### config.mk
export PLATFORM = sky130hd
export DESIGN_NAME = mwu_ctrl
export DESIGN_NICKNAME = d
export VERILOG_FILES = /design/src/rtl/core/mwu_pkg.sv /design/src/rtl/core/mwu_ctrl.sv
export SDC_FILE = /design/constraint.sdc
export NUM_CORES = 1
export LEC_CHECK = 0
export BUFFER_PORTS_ARGS = -buffer_cell sky130_fd_sc_hd__buf_4
export CORE_MARGIN = 3
export CORE_UTILIZATION = 57
export CTS_BUF_LIST = sky130_fd_sc_hd__clkbuf_8
export CTS_CLUSTER_DIAMETER = 200
export DETAILED_ROUTE_END_ITERATION = 8
export MAX_ROUTING_LAYER = met4
export PLACE_DENSITY = 0.92
export SYNTH_ARGS = -nofsm -noshare
export SYNTH_HDL_FRONTEND = slang
export SYNTH_SLANG_ARGS = --single-unit
export TNS_END_PERCENT = 1
### constraint.sdc
create_clock -name clk -period 2 [get_ports clk]
set_input_delay 0.4 -clock clk [delete_from_list [all_inputs] [get_ports clk]]
set_output_delay 0.4 -clock clk [all_outputs]
set_load 0.05 [all_outputs]
### src/rtl/core/mwu_pkg.sv
// Package: widths, constants, opcodes and controller/datapath link types.
`default_nettype none
package mwu_pkg;

    localparam int VAL_W    = 32;
    localparam int ROW_W    = 5;
    localparam int COL_W    = 5;
    localparam int CI_W     = 6;
    localparam int PRIOR_W  = 32;
    localparam int STEP_W   = 17;
    localparam int WEIGHT_W = 25;
    localparam int IDX_W    = 6;
    localparam int RHO_W    = 47;
    localparam int VIOL_W   = 48;
    localparam int CNT_W    = 7;
    localparam int W_W      = 33;
    localparam int SUM_W    = 40;
    localparam int DVD_W    = 64;
    localparam int DSR_W    = 48;
    localparam int FRAC_W   = 24;

    localparam logic [STEP_W-1:0] STEP_RESET = 17'd6554;
    localparam logic [STEP_W-1:0] EPS_MAX    = 17'd65536;
    localparam logic [RHO_W-1:0]  RHO_MAX    = {RHO_W{1'b1}};

    typedef enum logic [1:0] {
        OP_LOAD   = 2'd0,
        OP_TERM   = 2'd1,
        OP_CLOSE  = 2'd2,
        OP_FINISH = 2'd3
    } op_t;

    typedef enum logic [4:0] {
        DP_NOP,
        DP_MAT_WR,
        DP_RD_ITEM,
        DP_TERM_MUL,
        DP_TERM_WR,
        DP_CLOSE_WR,
        DP_MAX_RD,
        DP_MAX_UPD,
        DP_RHO,
        DP_W_RD,
        DP_W_MUL,
        DP_W_DIV,
        DP_W_F,
        DP_W_P,
        DP_O_RD,
        DP_O_DIV,
        DP_O_LOAD,
        DP_CLEAR
    } dp_cmd_t;

    typedef struct packed {
        dp_cmd_t cmd;
        logic    in_ready;
    } ctrl_t;

    typedef struct packed {
        op_t  op;
        logic count_zero;
        logic idx_last;
        logic div_done;
        logic out_free;
    } stat_t;

endpackage
`default_nettype wire

### src/rtl/core/mwu_ctrl.sv
// Controller: sequences the datapath for each operation and the finish sweep.
`default_nettype none
module mwu_ctrl (
    input  logic           clk,
    input  logic           rst_n,
    input  logic           in_valid,
    input  mwu_pkg::stat_t stat,
    output mwu_pkg::ctrl_t ctrl
);
    import mwu_pkg::*;

    typedef enum logic [4:0] {
        S_IDLE, S_DISPATCH, S_MAT_WR, S_TERM_RD, S_TERM_MUL, S_TERM_WR,
        S_CLOSE_RD, S_CLOSE_WR, S_MAX_RD, S_MAX_UPD, S_RHO,
        S_W_RD, S_W_MUL, S_W_DIV, S_W_WAIT, S_W_F, S_W_P,
        S_O_RD, S_O_DIV, S_O_WAIT, S_O_LOAD, S_CLEAR
    } state_t;

    state_t state_reg, state_next;

    always_comb
    begin
        state_next = state_reg;
        case (state_reg)
            S_IDLE:     if (in_valid) state_next = S_DISPATCH;
            S_DISPATCH:
            begin
                case (stat.op)
                    OP_LOAD:  state_next = S_MAT_WR;
                    OP_TERM:  state_next = S_TERM_RD;
                    OP_CLOSE: state_next = S_CLOSE_RD;
                    default:  state_next = stat.count_zero ? S_CLEAR : S_MAX_RD;
                endcase
            end
            S_MAT_WR:   state_next = S_IDLE;
            S_TERM_RD:  state_next = S_TERM_MUL;
            S_TERM_MUL: state_next = S_TERM_WR;
            S_TERM_WR:  state_next = S_IDLE;
            S_CLOSE_RD: state_next = S_CLOSE_WR;
            S_CLOSE_WR: state_next = S_IDLE;
            S_MAX_RD:   state_next = S_MAX_UPD;
            S_MAX_UPD:  state_next = stat.idx_last ? S_RHO : S_MAX_RD;
            S_RHO:      state_next = S_W_RD;
            S_W_RD:     state_next = S_W_MUL;
            S_W_MUL:    state_next = S_W_DIV;
            S_W_DIV:    state_next = S_W_WAIT;
            S_W_WAIT:   if (stat.div_done) state_next = S_W_F;
            S_W_F:      state_next = S_W_P;
            S_W_P:      state_next = stat.idx_last ? S_O_RD : S_W_RD;
            S_O_RD:     state_next = S_O_DIV;
            S_O_DIV:    state_next = S_O_WAIT;
            S_O_WAIT:   if (stat.div_done) state_next = S_O_LOAD;
            S_O_LOAD:
            begin
                if (stat.out_free)
                    state_next = stat.idx_last ? S_CLEAR : S_O_RD;
            end
            S_CLEAR:    state_next = S_IDLE;
            default:    state_next = S_IDLE;
        endcase
    end

    always_ff @(posedge clk or negedge rst_n)
    begin
        if (!rst_n)
            state_reg <= S_IDLE;
        else
            state_reg <= state_next;
    end

    always_comb
    begin
        ctrl.in_ready = (state_reg == S_IDLE);
        case (state_reg)
            S_MAT_WR:   ctrl.cmd = DP_MAT_WR;
            S_TERM_RD:  ctrl.cmd = DP_RD_ITEM;
            S_TERM_MUL: ctrl.cmd = DP_TERM_MUL;
            S_TERM_WR:  ctrl.cmd = DP_TERM_WR;
            S_CLOSE_RD: ctrl.cmd = DP_RD_ITEM;
            S_CLOSE_WR: ctrl.cmd = DP_CLOSE_WR;
            S_MAX_RD:   ctrl.cmd = DP_MAX_RD;
            S_MAX_UPD:  ctrl.cmd = DP_MAX_UPD;
            S_RHO:      ctrl.cmd = DP_RHO;
            S_W_RD:     ctrl.cmd = DP_W_RD;
            S_W_MUL:    ctrl.cmd = DP_W_MUL;
            S_W_DIV:    ctrl.cmd = DP_W_DIV;
            S_W_F:      ctrl.cmd = DP_W_F;
            S_W_P:      ctrl.cmd = DP_W_P;
            S_O_RD:     ctrl.cmd = DP_O_RD;
            S_O_DIV:    ctrl.cmd = DP_O_DIV;
            S_O_LOAD:   ctrl.cmd = DP_O_LOAD;
            S_CLEAR:    ctrl.cmd = DP_CLEAR;
            default:    ctrl.cmd = DP_NOP;
        endcase
    end
endmodule
`default_nettype wire

==> flow_metrics.env, run 1 <==
export IMPL_htree_num_levels=1
export IMPL_dp_hpwl_um=1650
export IMPL_ys_seq_area_frac=0.158
export IMPL_cts_sinks=5
export IMPL_syn_area_um2=792
export IMPL_num_rows=12
export IMPL_status="did not finish"
export IMPL_worst_endpoint_kind="output port"
export IMPL_mappedNetlistNets=115
export IMPL_synth_seq_cells=5
export IMPL_synth_edf_count=0
export IMPL_gp_congestion=0.887
export IMPL_syn_avg_cell_area_um2=7.92
export IMPL_die_w_um=43.3
export IMPL_syn_inst=100
export IMPL_grt_max_degree=14
export IMPL_clockBufferDepth=2
export IMPL_ys_warnings_count=0
export IMPL_cts_root_buf="clkbuf_8"
export IMPL_crit_endpoint="ctrl[2]"
export IMPL_synthArstFlopShare=1.00
export IMPL_antenna_found_initial=0
export IMPL_haltStage="global routing"
export IMPL_postPlaceCellArea_um2=955
export IMPL_die_y_um=43.3
export IMPL_start_util=0.659
export IMPL_tool_error="[ERROR DPL-0033] detailed placement checks failed during check placement."
export IMPL_io_buffers=14
export IMPL_ys_flop_type="dfrtp_1"
export IMPL_cts_buffers=3
export IMPL_synth_cell_type_count=44
export IMPL_placed_cells=130
export IMPL_floorplan_io_pins=15
-- through the flow --
stage / TNS, ps / hold WS (ps) / setup WS [ps]
after floorplan: -1120 / 104 / -436
after global placement: 0 / 201 / 137
after detailed placement: 0 / 202 / 75.0
after CTS: -138 / 394 / -46.8
-- kinds of logic after synthesis --
family,after synthesis,share of synthesized area
AO/OA/AOI/OAI,36,0.322
AND/OR/NAND/NOR,34,0.265
buffers and inverters,14,0.0932
adder cells (fa/ha/maj),6,0.0948
multiplexers,5,0.0664
flip-flops,5,0.158
-- Yosys cell counts (4+ instances only) --
library cell	number	area, um^2
nor2_1	7	26.3
dfrtp_1	5	125
a21oi_1	5	25.0
inv_1	5	18.8
o21ai_0	6	30.0
o22ai_1	5	31.3
ha_1	6	75.1
buf_2	4	20.0
nand2_1	7	26.3
-- what timing repair did --
item,CTS
endpoints found under the setup margin,4
hold endpoints to repair,5
hold buffers,1
setup buffers,4
pin swaps,3
resized for setup,14
==> inputs of run 2 (changes only) <==
Settings changed: CORE_AREA set to 3 3 64 66, CORE_MARGIN 3 to unset, CORE_UTILIZATION 57 to unset, CTS_BUF_LIST sky130_fd_sc_hd__clkbuf_8 to unset, CTS_CLUSTER_DIAMETER 200 to unset, DIE_AREA set to 0 0 67 69, MAX_ROUTING_LAYER met4 to unset, PLACE_DENSITY 0.92 to unset, PLACE_DENSITY_LB_ADDON set to 0.15.
==> flow_metrics.env, run 2 <==
export IMPL_cts_sinks=5
export IMPL_syn_area_um2=792
export IMPL_num_rows=22
export IMPL_num_vias=871
export IMPL_fmax_mhz=493
export IMPL_die_w_um=67
export IMPL_seqPwrFrac=0.114
export IMPL_nFillCells=409
export IMPL_syn_avg_cell_area_um2=7.92
export IMPL_layout_common_cells="27 x buf_4, 7 x nand2_1, 6 x nor2_1, 5 x a21oi_1"
export IMPL_die_y_um=69
export IMPL_finalHoldViolCount=0
export IMPL_via_per_inst=4.98
export IMPL_switchingPower_mw=1.14
export IMPL_synthTopCellsByCount="7 x nand2_1, 7 x nor2_1, 6 x ha_1, 6 x o21ai_0"
export IMPL_ir_drop_v=0.000480
export IMPL_synth_cell_type_count=44
export IMPL_dp_hpwl_um=1740
export IMPL_synth_top_area_frac=0.158
export IMPL_die_area_um2=4620
export IMPL_min_period_over_period=1.01
export IMPL_setup_viol=1
export IMPL_cts_buffers=3
export IMPL_drt_first_pass_iters=4
export IMPL_p_int_mw=1.06
export IMPL_cp_arrival_ps=1630
export IMPL_combinationalPowerShare=0.803
export IMPL_synth_seq_cells=5
export IMPL_cts_root_buf="clkbuf_8"
export IMPL_clockPowerShare=0.083
export IMPL_drc=0
export IMPL_layout_drive_gt1_share=0.449
export IMPL_fin_ws_ps=-26.4
export IMPL_maxSlewViolCount=0
export IMPL_grt_pass1_wl_um=3980
export IMPL_ant_nets=0
export IMPL_violations="negative setup slack"
export IMPL_tritoncts="done"
export IMPL_power_leakage_nw=0.474
export IMPL_worst_setup_path_type="register to output pin"
export IMPL_critPathLaunchType="register"
export IMPL_synth_area_leaders="dfrtp_1 16%, ha_1 9.5%, o22ai_1 3.9%"
export IMPL_track_usage=0.106
export IMPL_netSwitchingFraction=0.518
export IMPL_clockBufferDepth=2
export IMPL_post_drt_wl_per_cell_um=12.9
export IMPL_critPathRequiredTime_ps=1600
export IMPL_yosys_area_top_type="dfrtp_1"
export IMPL_syn2layout_area_growth_pct=50.9
export IMPL_cap_violations=0
export IMPL_p_per_area_nw_per_um2=1840
export IMPL_setup_tns_ps=-26.4
export IMPL_htree_num_levels=1
export IMPL_worst_pin_slew_ps=312
export IMPL_gr_total_overflow=0
export IMPL_mappedNetlistNets=115
export IMPL_largest_reg_flops=5
export IMPL_worstHoldPathType="input port to register"
export IMPL_floorplan_io_pins=15
export IMPL_ys_flop_type="dfrtp_1"
export IMPL_start_util=0.218
export IMPL_crit_path_end_kind="output pin"
export IMPL_n_antenna_cell=0
export IMPL_finalNetCount=143
export IMPL_core_um2=3630
export IMPL_wl_um=2260
export IMPL_grt_max_degree=12
export IMPL_fin_crit_ps=2030
export IMPL_synth_edf_count=0
export IMPL_gp_congestion=0.789
export IMPL_synthArstFlopShare=1.00
export IMPL_drtIter0Drc=73
export IMPL_ys_seq_area_frac=0.158
export IMPL_timing_hold_ws_ps=392
export IMPL_relSlewSlack=0.790
export IMPL_final_area_um2=1190
export IMPL_rsz0062_at_grt="yes"
export IMPL_dpl_worst_slack_ps=43.1
export IMPL_grt_pass1_vias=871
export IMPL_final_common_cell="buf_4"
export IMPL_postPlaceCellArea_um2=1010
export IMPL_cp_max_fo=4
export IMPL_clkLatencyLatePin_ps=220
export IMPL_status="finished, violations left"
export IMPL_syn_inst=100
export IMPL_skew_ps=4.55
export IMPL_clkTransAtPathRegs_ps=40
export IMPL_utilization=0.329
export IMPL_io_buffers=14
export IMPL_antenna_found_initial=0
export IMPL_ys_warnings_count=0
-- run 2: path summary, 6_finish.rpt --
path / start / slack, ps / cells past startpoint / endpoint
setup / recovery: state_reg[0]$_DFFE_PN0P_ / -30 / 6 / ctrl[2]
hold / removal: stat[1] / 390 / 2 / state_reg[3]$_DFFE_PN0P_
setup reg to reg: state_reg[0]$_DFFE_PN0P_ / 200 / 7 / state_reg[1]$_DFFE_PN0P_
hold reg to reg: state_reg[1]$_DFFE_PN0P_ / 610 / 1 / state_reg[1]$_DFFE_PN0P_
max in group asynchronous: rst_n / 1370 / 2 / state_reg[1]$_DFFE_PN0P_
min in group asynchronous: rst_n / 510 / 2 / state_reg[4]$_DFFE_PN0P_
-- run 2: routing by layer --
layer,global-route usage,part of all wire
met2,0.170,0.51
met4,0.0450,0.014
met3,0.0228,0.041
met5,0,0
met1,0.134,0.43
-- run 2: what timing repair did --
| item | 4_1_cts | 5_1_grt |
|---|---|---|
| pin swaps | 5 | 4 |
| buffers inserted | 4 | 0 |
| endpoints found under the hold margin | 5 | 0 |
| endpoints found under the setup margin | 3 | 4 |
| hold buffers | 1 | 0 |
| gates resized for setup | 20 | 7 |
-- run 2: power groups by stage --
stage | clock network, mW | registers, mW | logic [mW]
finish | 0.184 | 0.250 | 1.77
global route | 0.198 | 0.263 | 1.91
CTS | 0.189 | 0.249 | 1.70
detailed placement | 0 | 0.241 | 1.54
global placement | 0 | 0.241 | 1.56
floorplan | 0 | 0.204 | 1.14
-- run 2: cell type report --
type | count | area, um^2 | share of cell area
multi-input combinational | 81 | 684 | 0.573
timing repair buffer | 32 | 258 | 0.216
inverter | 5 | 18.8 | 0.0157
tap | 48 | 60.1 | 0.0503
clock buffer | 4 | 45.0 | 0.0377
sequential | 5 | 129 | 0.108
-- run 2: kinds of logic (layout without fill, tap and decap cells) --
family / Yosys count / in the layout / share of synthesized area
mux: 5 / 5 / 0.0664
fa+ha+maj: 6 / 6 / 0.0948
compound gates: 36 / 36 / 0.322
flops: 5 / 5 / 0.158
simple gates: 34 / 34 / 0.265
buf+inv: 14 / 41 / 0.0932
-- run 2: worst max-delay path: stages, from the launching register on --
cell	delay, ps
dfrtp_1	420
inv_2	130
ha_4	210
mux2_4	260
o21ai_2	110
o22ai_1	90
buf_4	190
-- run 2: through the flow --
step	cells	total power, mW
2_1_floorplan	100	1.34
3_3_place_gp	166	1.80
3_5_place_dp	166	1.78
4_1_cts	175	2.14
5_1_grt	175	2.38
6_report	175	2.20
Power figures use the tool's default switching activity.
==> inputs of run 3 (changes only) <==
Settings changed: SLEW_MARGIN set to 10.
Clock period 2 ns to 2.1 ns, I/O delays scaled along.
==> flow_metrics.env, run 3 (same netlist as run 2, synthesis figures left out) <==
export IMPL_status="finished clean"
export IMPL_cp_top_family="flip-flops"
export IMPL_setup_tns_ps=0
export IMPL_power_leakage_nw=0.461
export IMPL_clkLatencyLatePin_ps=220
export IMPL_worst_setup_path_type="register to output pin"
export IMPL_min_period_over_period=0.976
export IMPL_utilization=0.327
export IMPL_drtIter0Drc=50
export IMPL_critPathLaunchType="register"
export IMPL_critPathRequiredTime_ps=1680
export IMPL_start_util=0.218
export IMPL_cp_arrival_ps=1630
export IMPL_n_antenna_cell=0
export IMPL_skew_ps=0.431
export IMPL_finalNetCount=140
export IMPL_drc=0
export IMPL_min_path_cells=2
export IMPL_die_y_um=69
export IMPL_dp_hpwl_um=1650
export IMPL_hold_end="state_reg[3]$_DFFE_PN0P_"
export IMPL_r2r_cells=5
export IMPL_final_common_cell="buf_4"
export IMPL_num_vias=824
export IMPL_ir_drop_v=0.000500
export IMPL_clkTransAtPathRegs_ps=40
export IMPL_wl_um=2250
export IMPL_cap_violations=0
export IMPL_track_usage=0.0985
export IMPL_clockPowerShare=0.084
export IMPL_min_from="stat[1]"
export IMPL_io_buffers=14
export IMPL_num_rows=22
export IMPL_cts_root_buf="clkbuf_8"
export IMPL_tritoncts="done"
export IMPL_cts_buffers=3
export IMPL_relSlewSlack=0.790
export IMPL_p_per_area_nw_per_um2=1750
export IMPL_via_per_inst=4.79
export IMPL_worst_pin_slew_ps=312
export IMPL_postPlaceCellArea_um2=1000
export IMPL_antenna_found_initial=0
export IMPL_finalHoldViolCount=0
export IMPL_floorplan_io_pins=15
export IMPL_setup_viol=0
export IMPL_final_area_um2=1190
export IMPL_syn2layout_area_growth_pct=50.2
export IMPL_die_w_um=67
export IMPL_grt_pass1_wl_um=3660
export IMPL_crit_path_end_kind="output pin"
export IMPL_layout_drive_gt1_share=0.427
export IMPL_maxSlewViolCount=0
export IMPL_crit_slowest_cell="dfrtp_2"
export IMPL_rsz0062_at_grt="yes"
export IMPL_cp_max_fo=5
export IMPL_largest_reg_flops=5
export IMPL_ant_nets=0
export IMPL_p_int_mw=1.01
export IMPL_clockBufferDepth=2
export IMPL_post_drt_wl_per_cell_um=13.1
export IMPL_fin_crit_ps=2050
export IMPL_htree_num_levels=1
export IMPL_fmax_mhz=488
export IMPL_gr_total_overflow=0
export IMPL_regToRegStartpoint="state_reg[4]$_DFFE_PN0P_"
export IMPL_worstHoldPathType="input port to register"
export IMPL_worstPathCellList="buf_6, ha_2, nand2b_4, o22a_1, o22ai_1, buf_4"
export IMPL_cts_sinks=5
export IMPL_switchingPower_mw=1.08
export IMPL_netSwitchingFraction=0.518
export IMPL_reg2reg_to="state_reg[1]$_DFFE_PN0P_"
export IMPL_max_stage_delay_ps=440
export IMPL_grt_max_degree=19
export IMPL_cp_num_buf_inv=2
export IMPL_core_um2=3630
export IMPL_regToRegSetupSlack_ps=240
export IMPL_gp_congestion=0.789
export IMPL_die_area_um2=4620
export IMPL_combinationalPowerShare=0.793
export IMPL_seqPwrFrac=0.123
export IMPL_grt_pass1_vias=788
export IMPL_layout_common_cells="23 x buf_4, 7 x nand2_1, 6 x nor2_1"
export IMPL_drt_first_pass_iters=4
[run 3: worst max path at each step]
stage | cells after the start | start | slack (ps) | end
after global placement | 7 | state_reg[1]$_DFFE_PN0P_ | 170 | ctrl[1]
after global routing | 7 | state_reg[1]$_DFFE_PN0P_ | -20 | ctrl[1]
after detailed placement | 5 | state_reg[4]$_DFFE_PN0P_ | 170 | state_reg[1]$_DFFE_PN0P_
after floorplan | 4 | state_reg[2]$_DFFE_PN0P_ | -400 | ctrl[5]
final | 6 | state_reg[1]$_DFFE_PN0P_ | 50 | ctrl[3]
after CTS | 6 | state_reg[1]$_DFFE_PN0P_ | -10 | ctrl[3]
[run 3: stage by stage]
step / worst slack [ps] / hold WS [ps] / power (mW) / instances
5_1_grt: -20.7 / 420 / 2.26 / 172
3_5_place_dp: 166 / 225 / 1.69 / 162
4_1_cts: -11.6 / 406 / 1.88 / 167
3_3_place_gp: 171 / 223 / 1.70 / 162
6_report: 50.4 / 410 / 2.09 / 172
2_1_floorplan: -399 / 124 / 1.27 / 100
[run 3: repair_timing]
item	CTS	global route
setup buffers	0	5
hold buffers	1	0
resized for setup	1	24
endpoints found under the hold margin	5	0
setup endpoints to repair	3	4
pin swaps	0	8
[run 3: per-layer routing]
metal  part of all wire  global-route usage
met1               0.50               0.142
met2               0.46               0.148
met3              0.034              0.0114
met4             0.0062              0.0338
met5                  0                   0
[run 3: cell type report]
| class | count | area (um^2) |
|---|---|---|
| sequential | 5 | 129 |
| fill | 384 | 2440 |
| multi-input combinational | 81 | 676 |
| tap | 48 | 60.1 |
| inverter | 5 | 23.8 |
| clock buffer | 4 | 45.0 |
| timing repair buffer | 29 | 256 |
[run 3: power groups by stage]
| stage | registers [mW] | clock network, mW | logic (mW) |
|---|---|---|---|
| final | 0.256 | 0.176 | 1.66 |
| after global routing | 0.271 | 0.192 | 1.80 |
| after CTS | 0.235 | 0.184 | 1.46 |
| after detailed placement | 0.236 | 0 | 1.45 |
| after global placement | 0.237 | 0 | 1.46 |
| after floorplan | 0.193 | 0 | 1.08 |
==> inputs of run 4 (changes only) <==
Settings changed: CORE_AREA 3 3 64 66 to 2 2 63 65, DIE_AREA 0 0 67 69 to 0 0 65 67.
==> flow_metrics.env, run 4 (same netlist as run 2, synthesis figures left out) <==
export IMPL_min_period_over_period=0.978
export IMPL_endpoint="ctrl[3]"
export IMPL_regToRegSetupSlack_ps=260
export IMPL_worstPathCellList="buf_6, ha_1, nand2b_4, o22a_1, o22ai_2, buf_6"
export IMPL_clkTransAtPathRegs_ps=30
export IMPL_crit_top_cell="buf_6"
export IMPL_maxSlewViolCount=0
export IMPL_status="finished clean"
export IMPL_skew_ps=1.44
export IMPL_drt_first_pass_iters=4
export IMPL_drc=0
export IMPL_wl_um=2230
export IMPL_cts_sinks=5
export IMPL_utilization=0.317
export IMPL_via_per_inst=4.81
export IMPL_dp_hpwl_um=1740
export IMPL_layout_drive_gt1_share=0.407
export IMPL_die_y_um=67
export IMPL_regToRegStartpoint="state_reg[4]$_DFFE_PN0P_"
export IMPL_track_usage=0.103
export IMPL_start_util=0.220
export IMPL_nFillCells=398
export IMPL_crit_path_end_kind="output pin"
export IMPL_max_stage_delay_ps=460
export IMPL_critPathLaunchType="register"
export IMPL_worstHoldPathType="input port to register"
export IMPL_relSlewSlack=0.798
export IMPL_cp_top_family="flip-flops"
export IMPL_floorplan_io_pins=15
export IMPL_fmax_mhz=487
export IMPL_gp_congestion=0.774
export IMPL_finalNetCount=139
export IMPL_ant_nets=0
export IMPL_tritoncts="done"
export IMPL_rsz0062_at_grt="yes"
export IMPL_cap_violations=0
export IMPL_num_rows=22
export IMPL_layout_common_cells="24 x buf_4, 7 x nand2_1, 6 x nor2_1, 5 x a21oi_1, 5 x o21ai_0"
export IMPL_seq_area_um2=129
export IMPL_grt_max_degree=14
export IMPL_power_leakage_nw=0.455
export IMPL_timing_hold_ws_ps=423
export IMPL_drtIter0Drc=28
export IMPL_die_area_um2=4360
export IMPL_worst_setup_path_type="register to output pin"
export IMPL_setup_viol=0
export IMPL_n_antenna_cell=0
export IMPL_core_um2=3610
export IMPL_finalHoldViolCount=0
export IMPL_critPathRequiredTime_ps=1680
export IMPL_ir_drop_v=0.000544
export IMPL_clockBufferDepth=2
export IMPL_cp_depth=6
export IMPL_crit_start="state_reg[1]$_DFFE_PN0P_"
export IMPL_syn2layout_area_growth_pct=44.2
export IMPL_cp_arrival_ps=1630
export IMPL_reg2reg_to="state_reg[1]$_DFFE_PN0P_"
export IMPL_grt_pass1_vias=770
export IMPL_num_vias=822
export IMPL_post_drt_wl_per_cell_um=13.1
export IMPL_multi_input_area_um2=663
export IMPL_p_per_area_nw_per_um2=1740
export IMPL_cp_max_fo=5
export IMPL_crit_slowest_cell="dfrtp_2"
export IMPL_clkLatencyLatePin_ps=220
export IMPL_htree_num_levels=1
export IMPL_worst_pin_slew_ps=301
export IMPL_gr_total_overflow=0
export IMPL_antenna_found_initial=0
export IMPL_r2r_cells=5
export IMPL_fin_crit_ps=2050
export IMPL_io_buffers=14
export IMPL_cts_root_buf="clkbuf_8"
export IMPL_largest_reg_flops=5
export IMPL_die_w_um=65
export IMPL_cts_buffers=3
export IMPL_grt_pass1_wl_um=3530
export IMPL_final_common_cell="buf_4"
export IMPL_cp_num_buf_inv=2
[run 4: metal layers]
layer  track usage  vias up  share of wire
met5             0        -              0
met4        0.0319        0         0.0036
met3       0.00507        2          0.031
met2         0.177       16           0.50
met1         0.138      384           0.46
li1              -      420              -
[run 4: worst min-delay path by stage]
stage,startpoint,end,depth (start not counted)
after floorplan,rst_n,state_reg[0]$_DFFE_PN0P_,0
after global placement,rst_n,state_reg[2]$_DFFE_PN0P_,1
after detailed placement,rst_n,state_reg[2]$_DFFE_PN0P_,1
after CTS,stat[1],state_reg[3]$_DFFE_PN0P_,2
after global routing,stat[1],state_reg[3]$_DFFE_PN0P_,2
final,stat[1],state_reg[3]$_DFFE_PN0P_,2
[run 4: cell type report]
type,instances,share of cell area
sequential,5,0.113
tap,48,0.0526
multi-input combinational,81,0.581
timing repair buffer,28,0.196
inverter,5,0.0186
clock buffer,4,0.0394
[run 4: through the flow]
step | instance area (um^2) | std cells | power (mW) | setup TNS (ps) | setup WS (ps)
after CTS | 1070 | 171 | 1.88 | 0 | 4.21
final | 1140 | 171 | 1.99 | 0 | 45.7
after global placement | 1000 | 165 | 1.69 | 0 | 217
after global routing | 1140 | 171 | 2.16 | -33.4 | -22.1
after floorplan | 800 | 100 | 1.27 | -1180 | -399
after detailed placement | 1000 | 165 | 1.68 | 0 | 152
[run 4: timing repair]
item | in CTS | in global routing
pin swaps | 0 | 3
buffers inserted | 1 | 0
endpoints found under the hold margin | 5 | 0
hold buffers | 1 | 0
resized for setup | 4 | 16
endpoints found under the setup margin | 2 | 5
[run 4: report_power, final]
group	internal, mW	leakage (nW)	switching (mW)
Sequential	0.144	0.0604	0.0955
Combinational	0.666	0.372	0.913
Clock	0.130	0.0228	0.0429
